$ cat src/rtl/assert_macros.svh
// assertion macros shared by the rtl
`ifndef ASSERT_MACROS_SVH
`define ASSERT_MACROS_SVH
`ifndef SYNTHESIS
// clocked check, off while reset is held
`define GWSM_ASSERT(lbl, prop, msg) \
    lbl: assert property (@(posedge i_clk) disable iff (!i_rst_n) prop) else $error(msg);
// clocked check, also live during reset
`define GWSM_ASSERT_ALWAYS(lbl, prop, msg) \
    lbl: assert property (@(posedge i_clk) prop) else $error(msg);
`else
`define GWSM_ASSERT(lbl, prop, msg)
`define GWSM_ASSERT_ALWAYS(lbl, prop, msg)
`endif
`endif

$ cat src/rtl/gwsm_pkg.sv
// types, constants and weight functions of the gaussian window sum
package gwsm_pkg;

    localparam int SAMPLE_W   = 16;
    localparam int VALUE_W    = 32;
    localparam int WGT_W      = 25;
    localparam int WGT_FRAC   = 24;
    localparam int ACC_W      = 58;
    localparam int EPS_W      = 16;
    localparam int DIM_W      = 12;
    localparam int CFG_IDX_W  = 2;
    localparam int CFG_DATA_W = 16;
    localparam int MAX_RAD    = 7;

    localparam int DEF_MAX_WIDTH     = 2048;
    localparam int DEF_MAX_HEIGHT    = 2048;
    localparam int DEF_WINDOW_RADIUS = 3;
    localparam int DEF_GAUSS_SIGMA   = 6;

    localparam logic [CFG_IDX_W-1:0] CFG_IMAGE_WIDTH  = 2'd0;
    localparam logic [CFG_IDX_W-1:0] CFG_IMAGE_HEIGHT = 2'd1;
    localparam logic [CFG_IDX_W-1:0] CFG_SUM_MODE     = 2'd2;
    localparam logic [CFG_IDX_W-1:0] CFG_EPSILON      = 2'd3;

    localparam logic OP_SAMPLE = 1'b0;
    localparam logic OP_FLUSH  = 1'b1;

    localparam logic MODE_PRODUCT    = 1'b0;
    localparam logic MODE_RECIPROCAL = 1'b1;

    typedef struct packed {
        logic valid;
        logic clear;
        logic mode;
    } t_tap_req;

    typedef struct packed {
        logic idle;
    } t_tap_stat;

    typedef struct packed {
        logic [VALUE_W-1:0] value;
        logic               saturated;
        logic               row_last;
        logic               frame_last;
    } t_result;

    // shift-subtract division, elaboration use only
    function automatic longint unsigned gwsm_udiv(input longint unsigned num,
                                                  input longint unsigned den);
        longint unsigned q;
        longint unsigned r;
        q = 0;
        r = 0;
        for (int b = 63; b >= 0; b--) begin
            r = {r[62:0], num[b]};
            if (r >= den) begin
                r = r - den;
                q[b] = 1'b1;
            end
        end
        return q;
    endfunction

    // normalised q1.24 weight of one tap, raster index over the window
    function automatic logic [WGT_W-1:0] gwsm_weight(input int idx, input int rad,
                                                     input int sigma);
        longint unsigned sig2;
        longint unsigned u;
        longint unsigned term;
        longint unsigned base;
        longint unsigned total;
        longint unsigned raw_i;
        longint unsigned pw [0:2*MAX_RAD*MAX_RAD];
        int              i;
        sig2  = longint'(sigma) * longint'(sigma);
        u     = gwsm_udiv((64'd1 << 29) + (sig2 >> 1), sig2);
        term  = 64'd1 << 30;
        base  = 64'd1 << 30;
        for (int k = 1; k <= 10; k++) begin
            term = gwsm_udiv((term * u) >> 30, longint'(k));
            if (k % 2 == 1) base = base - term;
            else base = base + term;
        end
        pw[0] = 64'd1 << 30;
        for (int k = 1; k <= 2 * rad * rad; k++)
            pw[k] = (pw[k-1] * base + (64'd1 << 29)) >> 30;
        total = 0;
        raw_i = 0;
        i     = 0;
        for (int y = -rad; y <= rad; y++) begin
            for (int x = -rad; x <= rad; x++) begin
                if (i == idx) raw_i = pw[x*x + y*y];
                total = total + pw[x*x + y*y];
                i++;
            end
        end
        return WGT_W'(gwsm_udiv((raw_i << WGT_FRAC) + (total >> 1), total));
    endfunction

endpackage

$ cat src/rtl/gwsm_tap_unit.sv
// shared tap unit: multiplier, bit-serial divider and accumulator
module gwsm_tap_unit
    import gwsm_pkg::*;
(
    input  logic                       i_clk,
    input  logic                       i_rst_n,
    input  t_tap_req                   i_req,
    input  logic [WGT_W-1:0]           i_weight,
    input  logic signed [SAMPLE_W-1:0] i_sample,
    input  logic [EPS_W-1:0]           i_eps,
    output t_tap_stat                  o_stat,
    output logic signed [ACC_W-1:0]    o_acc
);
    localparam int PROD_W = WGT_W + SAMPLE_W + 1;
    localparam int NUM_W  = WGT_W + WGT_FRAC;
    localparam int DEN_W  = SAMPLE_W + 4;
    localparam int CNT_W  = $clog2(NUM_W + 1);

    logic                     r_prod_v;
    logic signed [PROD_W-1:0] r_prod;
    logic                     r_busy;
    logic                     r_q_v;
    logic [CNT_W-1:0]         r_cnt;
    logic [NUM_W-1:0]         r_num;
    logic [DEN_W-1:0]         r_rem;
    logic [DEN_W-1:0]         r_den;
    logic signed [ACC_W-1:0]  r_acc;

    logic [EPS_W-1:0] eps_eff;
    logic [DEN_W-1:0] den;
    logic [DEN_W:0]   rem_sh;
    logic             ge;

    always_comb begin
        eps_eff = (i_eps == '0) ? EPS_W'(1) : i_eps;
        // negative samples clamp to zero before the reciprocal
        if (!i_sample[SAMPLE_W-1] && i_sample != '0) begin
            den = DEN_W'({i_sample[SAMPLE_W-2:0], 4'b0000}) + DEN_W'(eps_eff);
        end else begin
            den = DEN_W'(eps_eff);
        end
        rem_sh = {r_rem, r_num[NUM_W-1]};
        ge     = rem_sh >= {1'b0, r_den};
    end

    always_ff @(posedge i_clk) begin
        if (!i_rst_n) begin
            r_prod_v <= 1'b0;
            r_busy   <= 1'b0;
            r_q_v    <= 1'b0;
            r_cnt    <= '0;
        end else begin
            r_prod_v <= i_req.valid && (i_req.mode == MODE_PRODUCT);
            r_q_v    <= 1'b0;
            if (i_req.valid && (i_req.mode == MODE_RECIPROCAL)) begin
                r_busy <= 1'b1;
                r_cnt  <= CNT_W'(NUM_W);
            end else if (r_busy) begin
                r_cnt <= r_cnt - 1'b1;
                if (r_cnt == CNT_W'(1)) begin
                    r_busy <= 1'b0;
                    r_q_v  <= 1'b1;
                end
            end
        end
    end

    always_ff @(posedge i_clk) begin
        if (i_req.valid) begin
            r_prod <= $signed({1'b0, i_weight}) * i_sample;
        end
        if (i_req.valid && (i_req.mode == MODE_RECIPROCAL)) begin
            r_num <= {i_weight, {WGT_FRAC{1'b0}}};
            r_rem <= '0;
            r_den <= den;
        end else if (r_busy) begin
            r_num <= {r_num[NUM_W-2:0], ge};
            r_rem <= ge ? DEN_W'(rem_sh - {1'b0, r_den}) : rem_sh[DEN_W-1:0];
        end
    end

    always_ff @(posedge i_clk) begin
        if (i_req.clear) begin
            r_acc <= '0;
        end else if (r_prod_v) begin
            r_acc <= r_acc + ACC_W'(r_prod);
        end else if (r_q_v) begin
            r_acc <= r_acc + $signed(ACC_W'(r_num));
        end
    end

    assign o_stat.idle = !r_prod_v && !r_busy && !r_q_v;
    assign o_acc       = r_acc;
endmodule
$ cat config.mk
export PLATFORM = sky130hd
export DESIGN_NAME = gwsm_tap_unit
export DESIGN_NICKNAME = d
export VERILOG_FILES = /design/src/rtl/assert_macros.svh /design/src/rtl/gwsm_pkg.sv /design/src/rtl/gwsm_tap_unit.sv
export SDC_FILE = /design/constraint.sdc
export NUM_CORES = 1
export LEC_CHECK = 0
export ABC_AREA = 1
export BUFFER_PORTS_ARGS = -buffer_cell sky130_fd_sc_hd__buf_2
export CAP_MARGIN = 20
export CORE_UTILIZATION = 40
export DETAILED_ROUTE_END_ITERATION = 10
export PLACE_DENSITY = 0.63
export SLEW_MARGIN = 25
export SYNTH_ARGS = -nofsm -noshare
export SYNTH_HDL_FRONTEND = slang
export SYNTH_SLANG_ARGS = --single-unit
$ cat constraint.sdc
create_clock -name i_clk -period 5.7 [get_ports i_clk]
set_input_delay 0 -clock i_clk [delete_from_list [all_inputs] [get_ports i_clk]]
set_output_delay 0 -clock i_clk [all_outputs]
set_load 0.02 [all_outputs]
Yosys cells after proc, flatten, opt, wreduce, memory -nomap -nowiden
Cells that the tools add are included.
Storage, ports and cells
  register bits after elaboration: 198
  bits in latches: 0
  bits in writable memories: 0
  memory bits (read-only): 0
  input bits: 62
  output and inout port bits: 59
  memories kept: 0
Cells by class
  $add $sub $neg: 5
  $mul: 1
  div/mod/pow operators: 0
  magnitude comparators: 1
  eq/ne operators: 1
  shift-type cells: 0
  mux-type cells: 13
  bitwise gates (word level): 3
  reduce and logical (&&, ||, !) cells: 15
Operator list (number)
  $mux W58: 2
  $mux W49: 2
  $add A58 B42 Y58: 1
  $add A58 B50 Y58: 1
  $mul A26 B16 Y42: 1
  $mux W16: 2
  $ge A21 B20 Y1: 1
  $add A19 B16 Y20: 1
  $mux W20: 1
  $sub A20 B20 Y20: 1
  $logic_not A16 Y1: 1
  $reduce_bool A16 Y1: 1
  $mux W6: 2
  $eq A6 B1 Y1 const B: 1
  $sub A6 B1 Y6 const B: 1
  $logic_and A1 B1 Y1: 5
  $logic_not A1 Y1: 4
  $mux W1: 4
  $reduce_bool A2 Y1: 2
  $not A1 Y1: 3
  $reduce_or A3 Y1: 1
  $reduce_or A2 Y1: 1

Depth between registers and ports, before layout
Gate-level depths: netlist of the first run.
  word-level depth: 4
  depth in mapped cells: 30

Least setup slack after synthesis of the first run
No wires, ideal clock.
  path kind: input to register
  start point: input port i_weight[7]
  end point: register r_prod[28], data pin
  arrival time: 5.036 ns
  required time: 5.448 ns
  slack: 0.412 ns
  stages on the path: 26
  cell sequence: clkbuf_1 clkbuf_1 nand2_1 fa_1 inv_1 fa_1 inv_1 fa_1 inv_1 fa_1 fa_1 inv_1 fa_1 inv_1 ha_1 nand2_1 nor2_1 inv_1 nor2_1 nor2_1 o21ai_0 nand2_1 nand2_1 nand2_1 nand3_1 nand2_1
Between the ends
  cells in the longest elaborated chain, start to end: 1
Ends and longest elaborated chain
  start, declared: RTL line gwsm_tap_unit.sv:8  | input logic [WGT_W-1:0] i_weight,
  $mul A26 B16 Y42: RTL line gwsm_tap_unit.sv:70  | r_prod <= $signed({1'b0, i_weight}) * i_sample;
  end signal, assigned: RTL line gwsm_tap_unit.sv:70
  end, declared: RTL line gwsm_tap_unit.sv:20  | logic signed [PROD_W-1:0] r_prod;
Every way passes these cells.
A chain may end at the register's enable or synchronous reset.

Worst setup path in the final report of the first run
  start point: input port i_weight[8]
  end point: register r_prod[37], data pin
Same word-level chain as after synthesis.

==> results.py, run 1 <==
metrics = {
    "outcome": {
        "status": "finished clean",
    },
    "worst_setup_path": {
        "cp-end-kind": "flop",
        "cp_max_fo": 13,
        "slowest_stage": "fa_1",
        "r2r_setup_slack_ps": 2160,
        "crit_end": "r_prod[37]",
        "startpoint": "i_weight[8]",
        "crit_chain": "buf_2 > buf_4 > nand2_1 > fa_1 > fa_1 > fa_1 > inv_1 > fa_1 > fa_1 > inv_1 > fa_1 > inv_1 > ha_1 > nand2_1 > nor2_1 > nand3_1 > nand3_1 > nand2_1 > nand2_1 > nand2_1 > nand2_1 > nand2_1 > nand3_1 > nand2_1",
        "criticalPathCategory": "in -> reg",
        "cp-start-kind": "primary input",
        "reg2reg_from": "r_prod_v",
        "path_common_cell": "nand2_1",
        "worstPathRequired_ps": 5920,
        "r2r_end": "o_acc[40]",
        "cp.arrival_ps": 5460,
        "ff2ff_path_depth": 18,
        "cpPeakStageDelay_ps": 550,
    },
    "power": {
        "p_leak_nw": 18.4,
        "vdd_drop_max_uv": 923,
        "power-per-cell-area_nw_per_um2": 598,
    },
    "drt": {
        "wl_per_cell_um": 16.5,
        "antenna_left": 0,
        "top_layer_used": "met4",
        "wl_met1_um": 39700,
        "detail_route.first_pass.iterations": 6,
        "drcViolationCount": 0,
        "num_vias": 26000,
        "met2_length_um": 42300,
        "routed_wirelength_um": 88500,
        "wl_met3_um": 4070,
        "drt-vias-per-instance": 4.86,
        "drt_iter0_drc": 1759,
    },
    "run": {
        "maxCapViolCount": 0,
    },
    "timing": {
        "period_needed_ps": 5240,
        "skew_ps": 28.2,
        "fmax_mhz": 191,
        "setup_violations": 0,
        "finalSetupTns_ps": 0,
        "drv_slew": 0,
        "finalHoldViolCount": 0,
        "slew_headroom_pct": 50.3,
        "worstMarginPinSlew_ps": 745,
        "period_share_pct": 91.9,
        "rsz0062_at_grt": "false",
        "setup_slack_ps": 459,
    },
    "synthesis": {
        "yosys_warnings": 0,
        "synthesis.instances": 4309,
        "ys_seq_area_share_pct": 16.6,
        "synthFlopType": "dfxtp_1",
        "synth-seq-cells": 198,
        "yosysUniqueCellTypes": 53,
        "syn_area_um2": 29100,
        "synth_edf_count": 87,
        "syn-num-nets": 4925,
        "synth_area_per_cell_um2": 6.74,
        "async_reset_ff_share_pct": 0,
    },
    "grt": {
        "grt_pass1_vias": 25700,
        "antenna_found_initial": 0,
        "grt_pass1_wl_um": 140000,
        "overflow": 0,
        "track_usage_pct": 24.2,
        "grt_max_degree": 58,
    },
    "cts": {
        "clk_path_buf_depth": 2,
        "clkSlewWorstSetupHoldPaths_ps": 90,
        "cts_tree": "done",
        "htreeDepth": 4,
        "postCtsSetupBuffers": 0,
        "clk_latency_ps": 470,
        "cts_sinks": 198,
        "clock-root-buffer": "clkbuf_16",
        "cts_buffers": 17,
    },
    "finish": {
        "syn2layout_area_growth_pct": 9.30,
        "final_nets": 5007,
        "drive_gt1_share_pct": 6.13,
    },
    "floorplan": {
        "rows": 98,
        "die_w_um": 272,
        "coreArea_um2": 71700,
        "die_h_um": 272,
        "io_pins": 121,
        "die_area_um2": 73700,
        "initial_core_util_pct": 40.5,
    },
    "placed_design": {
        "io_buffers": 120,
        "pre_cts_ws_ps": 4.70,
        "gp_congestion": 0.968,
        "dpl.hpwl_um": 72700,
    },
    "hold_path": {
        "hp-class": "in -> reg",
    },
}
## state kept, by name (all words and copies together) (netlist names)
name / flops
o_acc: 58
r_num: 49
r_prod: 42
r_den: 20
r_rem: 20
r_cnt: 6
r_busy: 1
r_prod_v: 1
r_q_v: 1
## worst max-delay path, delay by kind of cell
kind	cells	cell delay, ps
buffers and inverters	5	820
and+or+nand+nor	12	1290
adders and majority gates	7	3320
## per-stage QoR
step / instances / util [%] / power (mW) / hold WS, ps / area (um2)
CTS: 5354 / 44.3 / 19.3 / 56.4 / 31800
finish: 5355 / 44.3 / 19.0 / 57.9 / 31800
global route: 5354 / 44.3 / 21.0 / 113 / 31800
detailed placement: 5303 / 43.1 / 17.8 / 187 / 30900
global placement: 5303 / 43.1 / 17.8 / 182 / 30900
floorplan: 4309 / - / 12.4 / 71.5 / 29100
## Yosys cell counts (2+ instances only)
library cell,number,area (um2)
buf_1,7,26.3
ha_1,231,2890
buf_4,3,22.5
o211ai_1,3,22.5
clkbuf_1,146,548
buf_2,3,15.0
nor4_1,9,56.3
o21ai_1,7,35.0
nand3_1,134,671
nand2_1,1275,4790
xnor2_1,16,140
inv_2,4,15.0
xor2_1,58,508
o21ai_0,154,771
or2_1,3,18.8
o22ai_1,35,219
nand3_2,10,100
a211oi_1,2,15.0
nand4_1,37,231
a21oi_1,110,551
nor3_1,34,170
a21o_1,8,60.1
fa_1,323,6470
inv_1,1105,4150
edfxtp_1,87,2610
a21oi_2,2,17.5
clkinv_1,3,11.3
dfxtp_1,111,2220
o21bai_1,10,75.1
nand2_2,3,18.8
a21boi_0,3,22.5
and3_1,4,25.0
nor2_2,3,18.8
nor2_1,334,1250
a31oi_1,7,43.8
nand3b_1,3,22.5
o21a_1,6,45.0
## final cells by class
| type | instances | area [um2] |
|---|---|---|
| inverter | 1112 | 4170 |
| fill | 7483 | 40000 |
| sequential | 198 | 4840 |
| tap | 950 | 1190 |
| clock buffer | 17 | 425 |
| multi-input combinational | 2838 | 19400 |
| timing repair buffer | 224 | 1490 |
| clock inverter | 15 | 238 |
| antenna | 1 | 2.50 |
## layout by cell type (no fill, tap or decap), types with 34 or more instances in the layout
| master | synthesis | layout |
|---|---|---|
| buf_4 | 3 | 80 |
| edfxtp_1 | 87 | 87 |
| nand3_1 | 134 | 134 |
| nand2_1 | 1275 | 1275 |
| nor2_1 | 334 | 333 |
| fa_1 | 323 | 323 |
| o22ai_1 | 35 | 35 |
| buf_2 | 3 | 120 |
| a21oi_1 | 110 | 110 |
| inv_1 | 1105 | 1105 |
| nor3_1 | 34 | 34 |
| xor2_1 | 58 | 58 |
| nand4_1 | 37 | 37 |
| ha_1 | 231 | 231 |
| dfxtp_1 | 111 | 110 |
| o21ai_0 | 154 | 154 |
## worst min path at each step
stage / slack, ps / to / cells after the start / from
after floorplan: 70 / r_prod_v / 1 / i_req[0]
after global placement: 180 / r_prod_v / 2 / i_req[0]
after detailed placement: 190 / r_prod_v / 2 / i_req[0]
after CTS: 60 / r_num[25] / 3 / i_weight[1]
after global routing: 110 / r_num[25] / 3 / i_weight[1]
final: 60 / r_num[25] / 3 / i_weight[1]
## timing repair
action / 4_1_cts / 5_1_grt
resized for setup: 0 / 0
hold buffers: 19 / 0
endpoints found under the hold margin: 25 / 0
## layer usage
metal  up-vias  GRT usage [%]
li1      12900              -
met1     12300           32.2
met2       678           41.5
met3       138           1.79
met4         0           7.61
met5         -              0
## cell families after synthesis
family                     count (synthesis)  share of synthesized area [%]
and+or+nand+nor                         1856                           25.6
buffers and inverters                   1273                           16.6
adders and majority gates                554                           32.2
AOI/OAI and AO/OA                        354                           6.70
DFF                                      198                           16.6
xor gates and xnor gates                  74                           2.23
## power by group
part           switching [mW]  leakage, nW  internal [mW]
registers               0.106         1.75           2.30
clock network           0.731        0.319          0.631
logic                    9.71         16.3           5.52
total                    10.5         18.4           8.45
Note: power is estimated with default switching activity, not from simulation.
==> run 2, diff against run 1 <==
Settings changed: CELL_PAD_IN_SITES_DETAIL_PLACEMENT set to 0, CELL_PAD_IN_SITES_GLOBAL_PLACEMENT set to 2, CORE_UTILIZATION 40 to 33, PLACE_DENSITY 0.63 to 0.84.
==> run 2 against run 1 <==
Net effect:
- fmax grew 2.0%
- first-iteration DRC count down 18%
- sequential cell count stayed put
- clock skew decreased by 8.2 ps
- worst setup slack better by 100 ps
==> results.py, run 2 (synthesized netlist as in run 1, its figures left out) <==
metrics = {
    "floorplan": {
        "coreArea_um2": 87000,
        "die_area_um2": 89200,
        "io_pins": 121,
        "die_w_um": 299,
        "die_h_um": 299,
        "initial_core_util_pct": 33.4,
        "rows": 108,
    },
    "power": {
        "seqPwrFrac_pct": 11.3,
        "vdd_drop_max_uv": 978,
        "p_switching_mw": 11.3,
        "power_frac_clock_pct": 6.3,
        "fin_total_pwr_mw": 21.5,
        "combPwrFrac_pct": 82.4,
        "intPower_mw": 10.2,
        "switching_share_pct": 52.4,
        "p_leak_nw": 18.6,
        "power-per-cell-area_nw_per_um2": 666,
    },
    "hold_path": {
        "whs_path_depth": 3,
        "hp-class": "in -> reg",
        "hp-start": "i_weight[1]",
        "hold_end": "r_num[25]",
    },
    "worst_setup_path": {
        "criticalPathCategory": "in -> reg",
        "slowest_stage": "fa_1",
        "cpPeakStageDelay_ps": 530,
        "reg2reg_from": "r_prod_v",
        "worstPathRequired_ps": 6060,
        "critPathTopFamily": "adder cells",
        "ff2ff_path_depth": 17,
        "critPathBufInv": 6,
        "cp.arrival_ps": 5500,
        "crit_chain": "buf_2 > nand2_1 > fa_1 > fa_1 > fa_1 > inv_1 > fa_1 > fa_1 > inv_1 > fa_1 > inv_1 > ha_1 > nand2_1 > nor2_1 > nand3_1 > nand3_1 > nand2_1 > nand2_1 > buf_4 > xor2_1 > buf_4",
        "r2r_end": "o_acc[40]",
        "r2r_setup_slack_ps": 1910,
        "cp-start-kind": "primary input",
        "path_common_cell": "fa_1",
        "cp.depth": 21,
        "cp-end-kind": "flop",
        "cp_max_fo": 19,
    },
    "timing": {
        "fmax_mhz": 195,
        "rsz0062_at_grt": "false",
        "setup_slack_ps": 562,
        "skew_ps": 19.9,
        "drv_slew": 0,
        "period_share_pct": 90.1,
        "period_needed_ps": 5140,
        "worstMarginPinSlew_ps": 948,
        "slew_headroom_pct": 36.8,
        "finalSetupTns_ps": 0,
        "setup_violations": 0,
        "finalHoldViolCount": 0,
    },
    "cts": {
        "clk_latency_ps": 490,
        "clk_path_buf_depth": 2,
        "post_cts_resized": 0,
        "clkSlewWorstSetupHoldPaths_ps": 90,
        "cts_buffers": 17,
        "cts_sinks": 198,
        "htreeDepth": 4,
        "cts_tree": "done",
        "clock-root-buffer": "clkbuf_16",
    },
    "grt": {
        "antenna_found_initial": 2,
        "overflow": 0,
        "grt_pass1_wl_um": 149000,
        "grt_max_degree": 55,
        "track_usage_pct": 21.5,
        "grt_pass1_vias": 26200,
    },
    "drt": {
        "drcViolationCount": 0,
        "antenna_left": 0,
        "num_vias": 25800,
        "detail_route.first_pass.iterations": 5,
        "routed_wirelength_um": 94500,
        "drt-vias-per-instance": 4.61,
        "wl_per_cell_um": 16.9,
        "drt_iter0_drc": 1437,
    },
    "finish": {
        "drive_gt1_share_pct": 6.87,
        "layout_commonest_cell": "nand2_1",
        "final_nets": 5042,
        "syn2layout_area_growth_pct": 11.0,
        "antenna_cells": 0,
        "final_cell_mix": "1275 x nand2_1, 1105 x inv_1, 333 x nor2_1, 323 x fa_1, 231 x ha_1",
        "largest_reg_flops": 58,
    },
    "placed_design": {
        "gp_congestion": 0.907,
        "pre_cts_ws_ps": 30.6,
        "io_buffers": 120,
        "dpl.hpwl_um": 80000,
    },
    "run": {
        "maxCapViolCount": 0,
    },
    "outcome": {
        "status": "finished clean",
    },
}
==> run 2: cell count changes in the layout (fill, tap and decap cells not counted) <==
| cell | delta |
|---|---|
| buf_4 | +36 |
| inv_6 | +1 |
| inv_12 | +3 |
| diode_2 | -1 |
| inv_8 | -1 |
| inv_16 | -3 |
| buf_12 | -1 |
==> run 2: per-stage QoR <==
stage          cells  hold slack [ps]  area, um2  util [%]
6_report        5594             22.4      32300      37.1
5_1_grt         5594             51.6      32300      37.1
4_1_cts         5594             22.0      32300      37.1
3_5_place_dp    5543              206      31400      36.1
3_3_place_gp    5543              206      31400      36.1
2_1_floorplan   4309             71.5      29100         -
==> run 2: worst max path at each step <==
stage	from	end	slack [ps]
after floorplan	i_weight[7]	r_prod[28]	410
after global placement	i_sample[1]	r_prod[40]	50
after detailed placement	i_sample[1]	r_prod[36]	30
after CTS	i_sample[1]	r_prod[36]	550
after global routing	i_weight[14]	r_prod[41]	190
final	i_sample[1]	r_prod[17]	560
==> run 2: area by class of cell <==
cell class	count	area [um2]
Tap cell	1155	1450
Fill cell	9571	54800
Sequential cell	198	4840
Multi-Input combinational cell	2838	19400
Inverter	1112	4170
Clock inverter	15	224
Timing Repair Buffer	259	1740
Clock buffer	17	425
==> run 2: worst reg2reg max path: stages, from the launching register on <==
cell and delay, ps:
dfxtp_2 950, buf_4 420, o21ai_0 330, ha_1 460, nand2_1 140, inv_1 70
nand2_1 60, nand2_1 70, nand2_1 60, nand2_1 100, inv_1 70, nand3_1 280
nand2_1 150, nand2_1 150, nand2_1 100, nand2_1 40, o21ai_0 180, inv_1 50
==> run 2: layer usage <==
metal | vias to the layer above | wire (um) | track usage, % | part of all wire (%)
li1 | 13000 | - | - | -
met1 | 12300 | 44400 | 29.4 | 47
met2 | 431 | 46100 | 37.4 | 49
met3 | 67 | 2680 | 1.33 | 2.8
met4 | 0 | 1290 | 4.08 | 1.4
met5 | - | 0 | 0 | 0
==> run 2: power by group through the flow <==
stage | registers, mW | logic [mW] | clock network [mW]
after floorplan | 2.41 | 9.96 | 0
after global placement | 2.46 | 17.8 | 0
after detailed placement | 2.46 | 17.8 | 0
after CTS | 2.43 | 17.9 | 1.40
after global routing | 2.44 | 19.8 | 1.45
final | 2.43 | 17.7 | 1.36
==> run 2: repair_timing <==
| item | CTS | global route |
|---|---|---|
| buffers inserted | 0 | 0 |
| hold endpoints to repair | 25 | 0 |
| hold buffers | 19 | 0 |
